### src/rtl/ecc_pkg.sv
// ----------------------------------------------------------------------------
// ecc_pkg
// Shared types, codes and helpers for the elevator car controller.
// ----------------------------------------------------------------------------
`default_nettype none

package ecc_pkg;

  // Sizes of the item fields
  localparam int QUEUE_DEPTH_DEF = 10;
  localparam int FLOOR_W         = 4;
  localparam int TICK_W          = 16;
  localparam int CMD_W           = 3;
  localparam int CFG_IDX_W       = 2;

  // Command codes
  localparam logic [CMD_W-1:0] CMD_TICK      = 3'd0;
  localparam logic [CMD_W-1:0] CMD_REQUEST   = 3'd1;
  localparam logic [CMD_W-1:0] CMD_OPEN      = 3'd2;
  localparam logic [CMD_W-1:0] CMD_CLOSE     = 3'd3;
  localparam logic [CMD_W-1:0] CMD_MAINT_ON  = 3'd4;
  localparam logic [CMD_W-1:0] CMD_MAINT_OFF = 3'd5;

  // Configuration register indexes
  localparam logic [CFG_IDX_W-1:0] REG_TOP_FLOOR  = 2'd0;
  localparam logic [CFG_IDX_W-1:0] REG_TRAVEL     = 2'd1;
  localparam logic [CFG_IDX_W-1:0] REG_DOOR_OPEN  = 2'd2;
  localparam logic [CFG_IDX_W-1:0] REG_DOOR_CLOSE = 2'd3;

  // Configuration reset values
  localparam logic [FLOOR_W-1:0] TOP_FLOOR_RST  = 4'd5;
  localparam logic [TICK_W-1:0]  TRAVEL_RST     = 16'd10;
  localparam logic [TICK_W-1:0]  DOOR_OPEN_RST  = 16'd30;
  localparam logic [TICK_W-1:0]  DOOR_CLOSE_RST = 16'd30;

  // Request status codes
  localparam logic [1:0] ST_NONE     = 2'd0;
  localparam logic [1:0] ST_ACCEPTED = 2'd1;
  localparam logic [1:0] ST_INVALID  = 2'd2;
  localparam logic [1:0] ST_FULL     = 2'd3;

  // Motion codes
  localparam logic [1:0] MOT_IDLE   = 2'd0;
  localparam logic [1:0] MOT_UP     = 2'd1;
  localparam logic [1:0] MOT_DOWN   = 2'd2;
  localparam logic [1:0] MOT_HALTED = 2'd3;

  typedef struct packed {
    logic [FLOOR_W-1:0] top_floor;
    logic [TICK_W-1:0]  travel;
    logic [TICK_W-1:0]  door_open;
    logic [TICK_W-1:0]  door_close;
  } cfg_t;

  // One accepted beat, decoded for the car sequencer
  typedef struct packed {
    logic tick;
    logic level;
    logic open;
    logic close;
    logic maint_on;
    logic maint_off;
  } car_ctl_t;

  typedef struct packed {
    logic [FLOOR_W-1:0] floor;
    logic               door_open;
    logic [1:0]         motion;
    logic               emergency;
    logic               maintenance;
    logic               arrived;
  } car_stat_t;

  typedef struct packed {
    car_stat_t          car;
    logic [FLOOR_W-1:0] queued;
    logic [1:0]         status;
  } result_t;

  // A timer load of zero behaves as one
  function automatic logic [TICK_W-1:0] at_least_one(input logic [TICK_W-1:0] v);
    return (v == '0) ? TICK_W'(1) : v;
  endfunction

endpackage

`default_nettype wire

### src/rtl/ecc_ram.sv
// ----------------------------------------------------------------------------
// ecc_ram
// Generic single-write, single-read RAM with registered read data.
// ----------------------------------------------------------------------------
`default_nettype none

module ecc_ram #(
  parameter int WIDTH = 4,
  parameter int DEPTH = 10,
  localparam int ADDR_W = (DEPTH > 1) ? $clog2(DEPTH) : 1
) (
  input  wire logic              clk,
  input  wire logic              we,
  input  wire logic [ADDR_W-1:0] waddr,
  input  wire logic [WIDTH-1:0]  wdata,
  input  wire logic [ADDR_W-1:0] raddr,
  output logic      [WIDTH-1:0]  rdata
);

  logic [WIDTH-1:0] mem [DEPTH];

  // Write port
  always_ff @(posedge clk) begin
    if (we) begin
      mem[waddr] <= wdata;
    end
  end

  // Registered read port
  always_ff @(posedge clk) begin
    rdata <= mem[raddr];
  end

endmodule

`default_nettype wire

### src/rtl/ecc_queue.sv
// ----------------------------------------------------------------------------
// ecc_queue
// Floor request FIFO held in RAM, with the head entry prefetched so that a
// pop sees its data in the same cycle.
// ----------------------------------------------------------------------------
`default_nettype none

module ecc_queue #(
  parameter int DEPTH = ecc_pkg::QUEUE_DEPTH_DEF,
  localparam int CNT_W = $clog2(DEPTH + 1)
) (
  input  wire logic                        clk,
  input  wire logic                        rst,
  input  wire logic                        push,
  input  wire logic [ecc_pkg::FLOOR_W-1:0] push_data,
  input  wire logic                        pop,
  output logic                             empty,
  output logic                             full,
  output logic      [ecc_pkg::FLOOR_W-1:0] head_data,
  output logic      [CNT_W-1:0]            count_next
);

  import ecc_pkg::*;

  localparam int ADDR_W = (DEPTH > 1) ? $clog2(DEPTH) : 1;

  logic [ADDR_W-1:0]  head;
  logic [ADDR_W-1:0]  tail;
  logic [ADDR_W-1:0]  head_next;
  logic [ADDR_W-1:0]  tail_next;
  logic [CNT_W-1:0]   count;
  logic [FLOOR_W-1:0] ram_q;
  logic               byp_valid;
  logic [FLOOR_W-1:0] byp_data;

  function automatic logic [ADDR_W-1:0] wrap_inc(input logic [ADDR_W-1:0] p);
    return (p == ADDR_W'(DEPTH - 1)) ? '0 : p + 1'b1;
  endfunction

  // Advance pointers and fill level
  always_comb begin
    head_next  = pop  ? wrap_inc(head) : head;
    tail_next  = push ? wrap_inc(tail) : tail;
    count_next = CNT_W'(count + CNT_W'(push) - CNT_W'(pop));
  end

  assign empty = (count == '0);
  assign full  = (count == CNT_W'(DEPTH));

  always_ff @(posedge clk) begin
    if (rst) begin
      head  <= '0;
      tail  <= '0;
      count <= '0;
    end else begin
      head  <= head_next;
      tail  <= tail_next;
      count <= count_next;
    end
  end

  // Read ahead at the next head; a write to that entry in the same cycle
  // is forwarded, since the RAM returns the old contents
  ecc_ram #(
    .WIDTH (FLOOR_W),
    .DEPTH (DEPTH)
  ) u_ram (
    .clk   (clk),
    .we    (push),
    .waddr (tail),
    .wdata (push_data),
    .raddr (head_next),
    .rdata (ram_q)
  );

  always_ff @(posedge clk) begin
    if (rst) begin
      byp_valid <= 1'b0;
    end else begin
      byp_valid <= push && (tail == head_next);
    end
  end

  always_ff @(posedge clk) begin
    byp_data <= push_data;
  end

  assign head_data = byp_valid ? byp_data : ram_q;

endmodule

`default_nettype wire

### src/rtl/ecc_car.sv
// ----------------------------------------------------------------------------
// ecc_car
// Car sequencer: floor position, phase timer, door, emergency latch and
// manual door timer, updated once per accepted beat.
// ----------------------------------------------------------------------------
`default_nettype none

module ecc_car (
  input  wire logic                        clk,
  input  wire logic                        rst,
  input  wire ecc_pkg::cfg_t               cfg,
  input  wire ecc_pkg::car_ctl_t           ctl,
  input  wire logic                        queue_empty,
  input  wire logic [ecc_pkg::FLOOR_W-1:0] head_data,
  output logic                             pop,
  output ecc_pkg::car_stat_t               stat
);

  import ecc_pkg::*;

  localparam logic [2:0] PH_IDLE         = 3'd0;
  localparam logic [2:0] PH_MOVING       = 3'd1;
  localparam logic [2:0] PH_HALTED       = 3'd2;
  localparam logic [2:0] PH_DOOR_OPEN    = 3'd3;
  localparam logic [2:0] PH_DOOR_CLOSING = 3'd4;

  logic [FLOOR_W-1:0] floor_now, floor_now_next;
  logic [FLOOR_W-1:0] goal, goal_next;
  logic [2:0]         phase, phase_next;
  logic [TICK_W-1:0]  timer, timer_next;
  logic [TICK_W-1:0]  mtimer, mtimer_next;
  logic               last_btn, last_btn_next;
  logic               emerg, emerg_next;
  logic               maint, maint_next;
  logic               door, door_next;
  logic               open_here;
  logic               arrived;
  logic [1:0]         motion;

  // Work out the next state for this beat
  always_comb begin
    floor_now_next = floor_now;
    goal_next      = goal;
    phase_next     = phase;
    timer_next     = timer;
    mtimer_next    = mtimer;
    last_btn_next  = last_btn;
    emerg_next     = emerg;
    maint_next     = maint;
    door_next      = door;
    open_here      = 1'b0;
    pop            = 1'b0;

    if (ctl.tick) begin
      // Falling edge of the button toggles emergency
      if (last_btn && !ctl.level) begin
        emerg_next = !emerg;
      end
      last_btn_next = ctl.level;

      // Count down the manual door timer
      if (mtimer != '0) begin
        mtimer_next = mtimer - 1'b1;
        if (mtimer == TICK_W'(1)) begin
          door_next = 1'b0;
        end
      end

      case (phase)
        PH_IDLE: begin
          if (!queue_empty && !door_next) begin
            pop       = 1'b1;
            goal_next = head_data;
            if (head_data == floor_now) begin
              if (emerg_next) begin
                phase_next = PH_HALTED;
              end else begin
                open_here = 1'b1;
              end
            end else begin
              phase_next = PH_MOVING;
              timer_next = at_least_one(cfg.travel);
            end
          end
        end
        PH_MOVING: begin
          if (emerg_next) begin
            phase_next = PH_HALTED;
          end else if (timer <= TICK_W'(1)) begin
            if (floor_now < goal) begin
              floor_now_next = floor_now + 1'b1;
            end else if (floor_now > goal) begin
              floor_now_next = floor_now - 1'b1;
            end
            if (floor_now_next == goal) begin
              open_here = 1'b1;
            end else begin
              timer_next = at_least_one(cfg.travel);
            end
          end else begin
            timer_next = timer - 1'b1;
          end
        end
        PH_HALTED: begin
          if (!emerg_next) begin
            open_here = 1'b1;
          end
        end
        PH_DOOR_OPEN: begin
          if (timer <= TICK_W'(1)) begin
            door_next  = 1'b0;
            phase_next = PH_DOOR_CLOSING;
            timer_next = at_least_one(cfg.door_close);
          end else begin
            timer_next = timer - 1'b1;
          end
        end
        default: begin
          if (timer <= TICK_W'(1)) begin
            phase_next = PH_IDLE;
            timer_next = '0;
          end else begin
            timer_next = timer - 1'b1;
          end
        end
      endcase

      // Open the door at the current floor
      if (open_here) begin
        door_next  = 1'b1;
        phase_next = PH_DOOR_OPEN;
        timer_next = at_least_one(cfg.door_open);
      end
    end else if (ctl.open) begin
      if (!door) begin
        door_next   = 1'b1;
        mtimer_next = at_least_one(cfg.door_open);
      end
    end else if (ctl.close) begin
      if (door) begin
        door_next   = 1'b0;
        mtimer_next = '0;
      end
    end else if (ctl.maint_on) begin
      maint_next = 1'b1;
    end else if (ctl.maint_off) begin
      maint_next = 1'b0;
    end
  end

  assign arrived = open_here && (floor_now_next == goal_next);

  // Report motion from the updated phase
  always_comb begin
    case (phase_next)
      PH_MOVING: motion = (goal_next > floor_now_next) ? MOT_UP : MOT_DOWN;
      PH_HALTED: motion = MOT_HALTED;
      default:   motion = MOT_IDLE;
    endcase
  end

  always_ff @(posedge clk) begin
    if (rst) begin
      floor_now <= FLOOR_W'(1);
      goal      <= FLOOR_W'(1);
      phase     <= PH_IDLE;
      timer     <= '0;
      mtimer    <= '0;
      last_btn  <= 1'b1;
      emerg     <= 1'b0;
      maint     <= 1'b0;
      door      <= 1'b0;
    end else begin
      floor_now <= floor_now_next;
      goal      <= goal_next;
      phase     <= phase_next;
      timer     <= timer_next;
      mtimer    <= mtimer_next;
      last_btn  <= last_btn_next;
      emerg     <= emerg_next;
      maint     <= maint_next;
      door      <= door_next;
    end
  end

  assign stat.floor       = floor_now_next;
  assign stat.door_open   = door_next;
  assign stat.motion      = motion;
  assign stat.emergency   = emerg_next;
  assign stat.maintenance = maint_next;
  assign stat.arrived     = arrived;

endmodule

`default_nettype wire

### src/rtl/elevator_car_controller_core.sv
// ----------------------------------------------------------------------------
// elevator_car_controller_core
// Single-car elevator controller with a RAM-backed floor request queue.
// ----------------------------------------------------------------------------
// Every input beat (tick, floor request, door command or maintenance command)
// produces exactly one status beat. A beat is taken every clock cycle while
// in_ready is high: its effect is worked out in the cycle it is accepted and
// the status is registered in the output stage. A two-deep output stage
// (register plus skid) keeps the input ready while one status beat waits;
// ready drops only once a second beat is held back. The request queue lives
// in a RAM whose head entry is prefetched, so a pop needs no wait for its
// data. Configuration writes are taken in any cycle, ready is always high,
// and should be made while no beat is in flight.
// ----------------------------------------------------------------------------
`default_nettype none

module elevator_car_controller_core #(
  parameter int QUEUE_DEPTH = ecc_pkg::QUEUE_DEPTH_DEF
) (
  input  wire logic                          clk,
  input  wire logic                          rst,
  // Item input
  input  wire logic                          in_valid,
  output logic                               in_ready,
  input  wire logic [ecc_pkg::CMD_W-1:0]     command,
  input  wire logic [ecc_pkg::FLOOR_W-1:0]   floor_number,
  input  wire logic                          button_level,
  // Result output
  output logic                               out_valid,
  input  wire logic                          out_ready,
  output logic      [ecc_pkg::FLOOR_W-1:0]   current_floor,
  output logic                               door_is_open,
  output logic      [1:0]                    motion,
  output logic                               emergency_on,
  output logic                               maintenance_on,
  output logic      [ecc_pkg::FLOOR_W-1:0]   queued_requests,
  output logic      [1:0]                    request_status,
  output logic                               arrived,
  // Configuration
  input  wire logic                          cfg_valid,
  output logic                               cfg_ready,
  input  wire logic [ecc_pkg::CFG_IDX_W-1:0] cfg_index,
  input  wire logic [ecc_pkg::TICK_W-1:0]    cfg_data
);

  import ecc_pkg::*;

  localparam int CNT_W = $clog2(QUEUE_DEPTH + 1);

  cfg_t               cfg;
  car_ctl_t           ctl;
  car_stat_t          stat;
  result_t            res;
  result_t            out_q;
  result_t            skid_q;
  logic               skid_valid;
  logic               accept;
  logic               q_push;
  logic               q_pop;
  logic               q_empty;
  logic               q_full;
  logic [FLOOR_W-1:0] q_head;
  logic [CNT_W-1:0]   q_count_next;
  logic               req_invalid;
  logic [1:0]         status;

  assign cfg_ready = 1'b1;
  assign in_ready  = !skid_valid;
  assign accept    = in_valid && in_ready;

  // Configuration registers
  always_ff @(posedge clk) begin
    if (rst) begin
      cfg.top_floor  <= TOP_FLOOR_RST;
      cfg.travel     <= TRAVEL_RST;
      cfg.door_open  <= DOOR_OPEN_RST;
      cfg.door_close <= DOOR_CLOSE_RST;
    end else if (cfg_valid) begin
      case (cfg_index)
        REG_TOP_FLOOR:  cfg.top_floor  <= cfg_data[FLOOR_W-1:0];
        REG_TRAVEL:     cfg.travel     <= cfg_data;
        REG_DOOR_OPEN:  cfg.door_open  <= cfg_data;
        REG_DOOR_CLOSE: cfg.door_close <= cfg_data;
        default:        ;
      endcase
    end
  end

  // Decode the accepted beat
  always_comb begin
    ctl.tick      = accept && (command == CMD_TICK);
    ctl.level     = button_level;
    ctl.open      = accept && (command == CMD_OPEN);
    ctl.close     = accept && (command == CMD_CLOSE);
    ctl.maint_on  = accept && (command == CMD_MAINT_ON);
    ctl.maint_off = accept && (command == CMD_MAINT_OFF);
  end

  // Validate floor requests and push accepted ones
  always_comb begin
    req_invalid = (floor_number == '0) || (floor_number > cfg.top_floor);
    q_push      = 1'b0;
    status      = ST_NONE;
    if (command == CMD_REQUEST) begin
      if (req_invalid) begin
        status = ST_INVALID;
      end else if (q_full) begin
        status = ST_FULL;
      end else begin
        status = ST_ACCEPTED;
        q_push = accept;
      end
    end
  end

  ecc_queue #(
    .DEPTH (QUEUE_DEPTH)
  ) u_queue (
    .clk        (clk),
    .rst        (rst),
    .push       (q_push),
    .push_data  (floor_number),
    .pop        (q_pop),
    .empty      (q_empty),
    .full       (q_full),
    .head_data  (q_head),
    .count_next (q_count_next)
  );

  ecc_car u_car (
    .clk         (clk),
    .rst         (rst),
    .cfg         (cfg),
    .ctl         (ctl),
    .queue_empty (q_empty),
    .head_data   (q_head),
    .pop         (q_pop),
    .stat        (stat)
  );

  always_comb begin
    res.car    = stat;
    res.queued = FLOOR_W'(q_count_next);
    res.status = status;
  end

  // Output register with a skid stage behind it
  always_ff @(posedge clk) begin
    if (rst) begin
      out_valid  <= 1'b0;
      skid_valid <= 1'b0;
    end else if (out_ready || !out_valid) begin
      if (skid_valid) begin
        out_valid  <= 1'b1;
        skid_valid <= 1'b0;
      end else begin
        out_valid <= accept;
      end
    end else if (accept) begin
      skid_valid <= 1'b1;
    end
  end

  always_ff @(posedge clk) begin
    if (out_ready || !out_valid) begin
      out_q <= skid_valid ? skid_q : res;
    end else if (accept) begin
      skid_q <= res;
    end
  end

  assign current_floor   = out_q.car.floor;
  assign door_is_open    = out_q.car.door_open;
  assign motion          = out_q.car.motion;
  assign emergency_on    = out_q.car.emergency;
  assign maintenance_on  = out_q.car.maintenance;
  assign arrived         = out_q.car.arrived;
  assign queued_requests = out_q.queued;
  assign request_status  = out_q.status;

endmodule

`default_nettype wire

### config.mk
export PLATFORM = sky130hd
export DESIGN_NAME = elevator_car_controller_core
export DESIGN_NICKNAME = d
export VERILOG_FILES = /design/src/rtl/ecc_pkg.sv /design/src/rtl/ecc_ram.sv /design/src/rtl/ecc_queue.sv /design/src/rtl/ecc_car.sv /design/src/rtl/elevator_car_controller_core.sv
export SDC_FILE = /design/constraint.sdc
export NUM_CORES = 1
export LEC_CHECK = 0
export BUFFER_PORTS_ARGS = -buffer_cell sky130_fd_sc_hd__buf_2
export CORE_ASPECT_RATIO = 0.5
export CORE_MARGIN = 2
export CORE_UTILIZATION = 66
export DETAILED_ROUTE_END_ITERATION = 8
export PLACE_DENSITY = 0.87
export SYNTH_ARGS = -nofsm -noshare
export SYNTH_HDL_FRONTEND = slang
export SYNTH_SLANG_ARGS = --single-unit
export TNS_END_PERCENT = 1
### constraint.sdc
create_clock -name clk -period 6.45 [get_ports clk]
set_clock_uncertainty 0.05 [all_clocks]
set_input_delay 1.935 -clock clk [delete_from_list [all_inputs] [get_ports clk]]
set_output_delay 1.935 -clock clk [all_outputs]
set_load 0.005 [all_outputs]
==> metrics <==
status=finished, final reports clean; die area=about 16000 um2; CTS Buffer Depth=2; core area=14400 um2; FF+latch count, synth=~190; critical path required time=around 6600 ps; fin crit share=roughly three quarters; setup TNS=0 ps; Post-Route WL=23000 um; switching share of power=25.0%; worst min-delay path class=reg -> reg; CTS tree=yes; P&R area growth vs syn=9.53%; power per cell area=257 nW/um2; CTS clock-pin slew for the worst setup and hold paths=70 ps; wire length per cell=18.4 um; register share of total power=49.2%; Mapped Avg Cell Area=~9.4 um2; Gate power share=9.5%; post-synth top area share=25.4%; switching power=677 uW; Max Clock Freq=208 MHz; DR pass1 iterations=6; P_int=2.03 mW; DR vias/cell=between 6 and 7; clk root buf=clkbuf_16; Final Slew Violations=0; crit path max fanout=11; post-detail-place hpwl=15700 um; number of flops mapped to enable cells by yosys=72; startpoint types=primary input; cell row count=31; CP Capture Type=register; TritonCTS Buffers=17; Nets=1098; post-CTS setup buffers=0; Worst-Skew Late Latency=around 440 ps; drt drc=0; initial antenna violation count=0; Top Ports=50; synth warn=0; DIE WIDTH=about 170 um; maximum VDD drop=176 uV; largest area contributor in the netlist=dfxtp_1; kind of critical path=in -> reg; share of layout cells above drive strength 1=~11%; ant diodes=0; Worst Tran Pin Value=1210 ps; cell area after synthesis=slightly below 10000 um2; hold_buf cts=0; I/O Buffers=between 40 and 50; setup violators final=0; Clock Sinks=around 190; die height=around 90 um; Slew Limit Headroom=between 10% and 20%; unrepaired setup endpoints after global routing=no; post-synthesis cell type count=76; vias in the first global route=between 7000 and 8000; async set or reset register ratio after synthesis=0%; max_cap viols=0; Gate Count Post-Synth=1027; GR Util All Layers=a little under a third; GR Overflow Total=0; routability cong.=between 0.9 and 1; worst setup margin=1640 ps; power share of the clock group=41.4%; Period minus WS final=4810 ps; ranking of synthesized cells by area=dfxtp_1 (25%), edfxtp_1 (22%), nand2_1 (6.2%); FILL cells=1029; ANT nets after route=0; Seq/Total Area, Yosys=a little under half; Synth Flop Type=dfxtp_1; Hold Fails Final Rpt=0; dpl ws=between 1000 and 1500 ps; Critical Path AT=4940 ps; Pleak=4.23 nW; via count=7864; pin count of the biggest net entering global routing=between 80 and 90; PostCTS Resize Cnt=0; first-pass GRT wire length=36800 um; Syn Nets=1083; H-tree depth=4; Initial Utilization=67.0%; DRT iter0 DRCs=848
[cell usage in the layout (no fill, tap or decap), types with 21 or more instances in the layout]
master	Yosys	layout
nor2_1	86	86
mux2i_1	45	44
edfxtp_1	72	72
nand2_1	158	158
xnor2_1	21	21
buf_2	5	47
dfxtp_1	122	122
a22oi_1	22	22
o21ai_1	25	25
nor4_1	27	27
a21oi_1	62	62
o21ai_0	36	36
ha_1	24	24
inv_1	37	37
[worst paths after layout]
path                             endpoint  cells past startpoint  slack (ps)      startpoint
worst max-delay path            motion[0]                     13        1640      command[2]
worst min-delay path              cfg[16]                      2         410         cfg[16]
worst max register to register  motion[0]                     13        2230  u_car.timer[2]
worst min register to register    cfg[16]                      2         410         cfg[16]
[worst max-delay path, cell delays in order]
cell	delay, ps
buf_2	130
nor4b_4	390
nand2b_1	120
or4b_4	620
o21ai_0	380
ha_1	350
a21oi_1	150
o22ai_1	90
o21ai_0	380
nor2_1	70
nand2_1	80
o32a_1	170
a21oi_1	70
[flip-flops by register name, summed over array words and instances, names as in the netlist, 2 cells and up]
register and flops:
u_queue.u_ram.rdata 4, current_floor 4, u_car.timer 16, u_car.floor_now 4, u_car.phase 3, u_car.mtimer 16
request_status 2, cfg 52, u_queue.u_ram.mem 40, u_queue.count 4, motion 2, skid_q 16
u_queue.tail 4, u_queue.head 4, u_car.goal 4, u_queue.byp_data 4, queued_requests 4
[final cells by class]
type | count | area (um2) | share of cell area [%]
multi-input cells | 735 | 4620 | 43.9
flip-flops and latches | 194 | 4600 | 43.7
clock buffers | 19 | 433 | 4.11
repair buffers | 54 | 288 | 2.73
well taps | 198 | 248 | 2.35
clock inverters | 13 | 191 | 1.82
inverters | 40 | 150 | 1.42
[cells by family (layout without fill, tap and decap cells)]
kind of cell	Yosys count	count (layout)	share of synthesized area (%)
AND/OR/NAND/NOR	400	400	20.5
AO/OA/AOI/OAI	211	211	14.0
flip-flops	194	194	47.9
buffers and inverters	98	126	4.12
multiplexers	58	58	6.20
XOR/XNOR	40	40	3.91
adder cells (fa/ha/maj)	25	25	3.33
other	1	1	0.0390
[Yosys cell counts (7+ instances only)]
master / count
dfxtp_1: 122
xnor2_1: 21
a21oi_1: 62
nor3_1: 20
nor2_1: 86
nand2_1: 158
o21ai_0: 36
xor2_1: 17
nor4_1: 27
a22o_1: 7
ha_1: 24
nand2b_1: 13
mux2_2: 12
mux2i_1: 45
nand3b_1: 15
nor2b_1: 20
nand3_1: 14
clkbuf_1: 47
o21ai_1: 25
a221o_1: 10
edfxtp_1: 72
a22oi_1: 22
inv_1: 37
[power groups by stage]
stage / sequential (mW) / combinational (mW) / clock (mW)
after detailed placement: 1.36 / 0.247 / 0
final: 1.33 / 0.256 / 1.12
after global placement: 1.36 / 0.238 / 0
after floorplan: 1.35 / 0.174 / 0
after global routing: 1.34 / 0.283 / 1.17
after CTS: 1.33 / 0.253 / 1.12
[routing by layer]
layer	part of all wire, %	track usage (%)	up-vias
li1	-	-	3691
met1	44	40.0	3767
met2	47	49.7	350
met3	7.2	5.53	56
met4	2.5	12.7	0
met5	0	0	-
[per-stage QoR]
step	cells	power (mW)	hold WS (ps)	cell area [um2]	util, %
after floorplan	1027	1.53	386	9620	-
after global placement	1221	1.60	395	9910	69.1
after detailed placement	1221	1.61	398	9910	69.1
after CTS	1253	2.71	408	10500	73.4
after global routing	1253	2.79	441	10500	73.4
final	1253	2.71	408	10500	73.4
(Power assumes the default switching activity.)
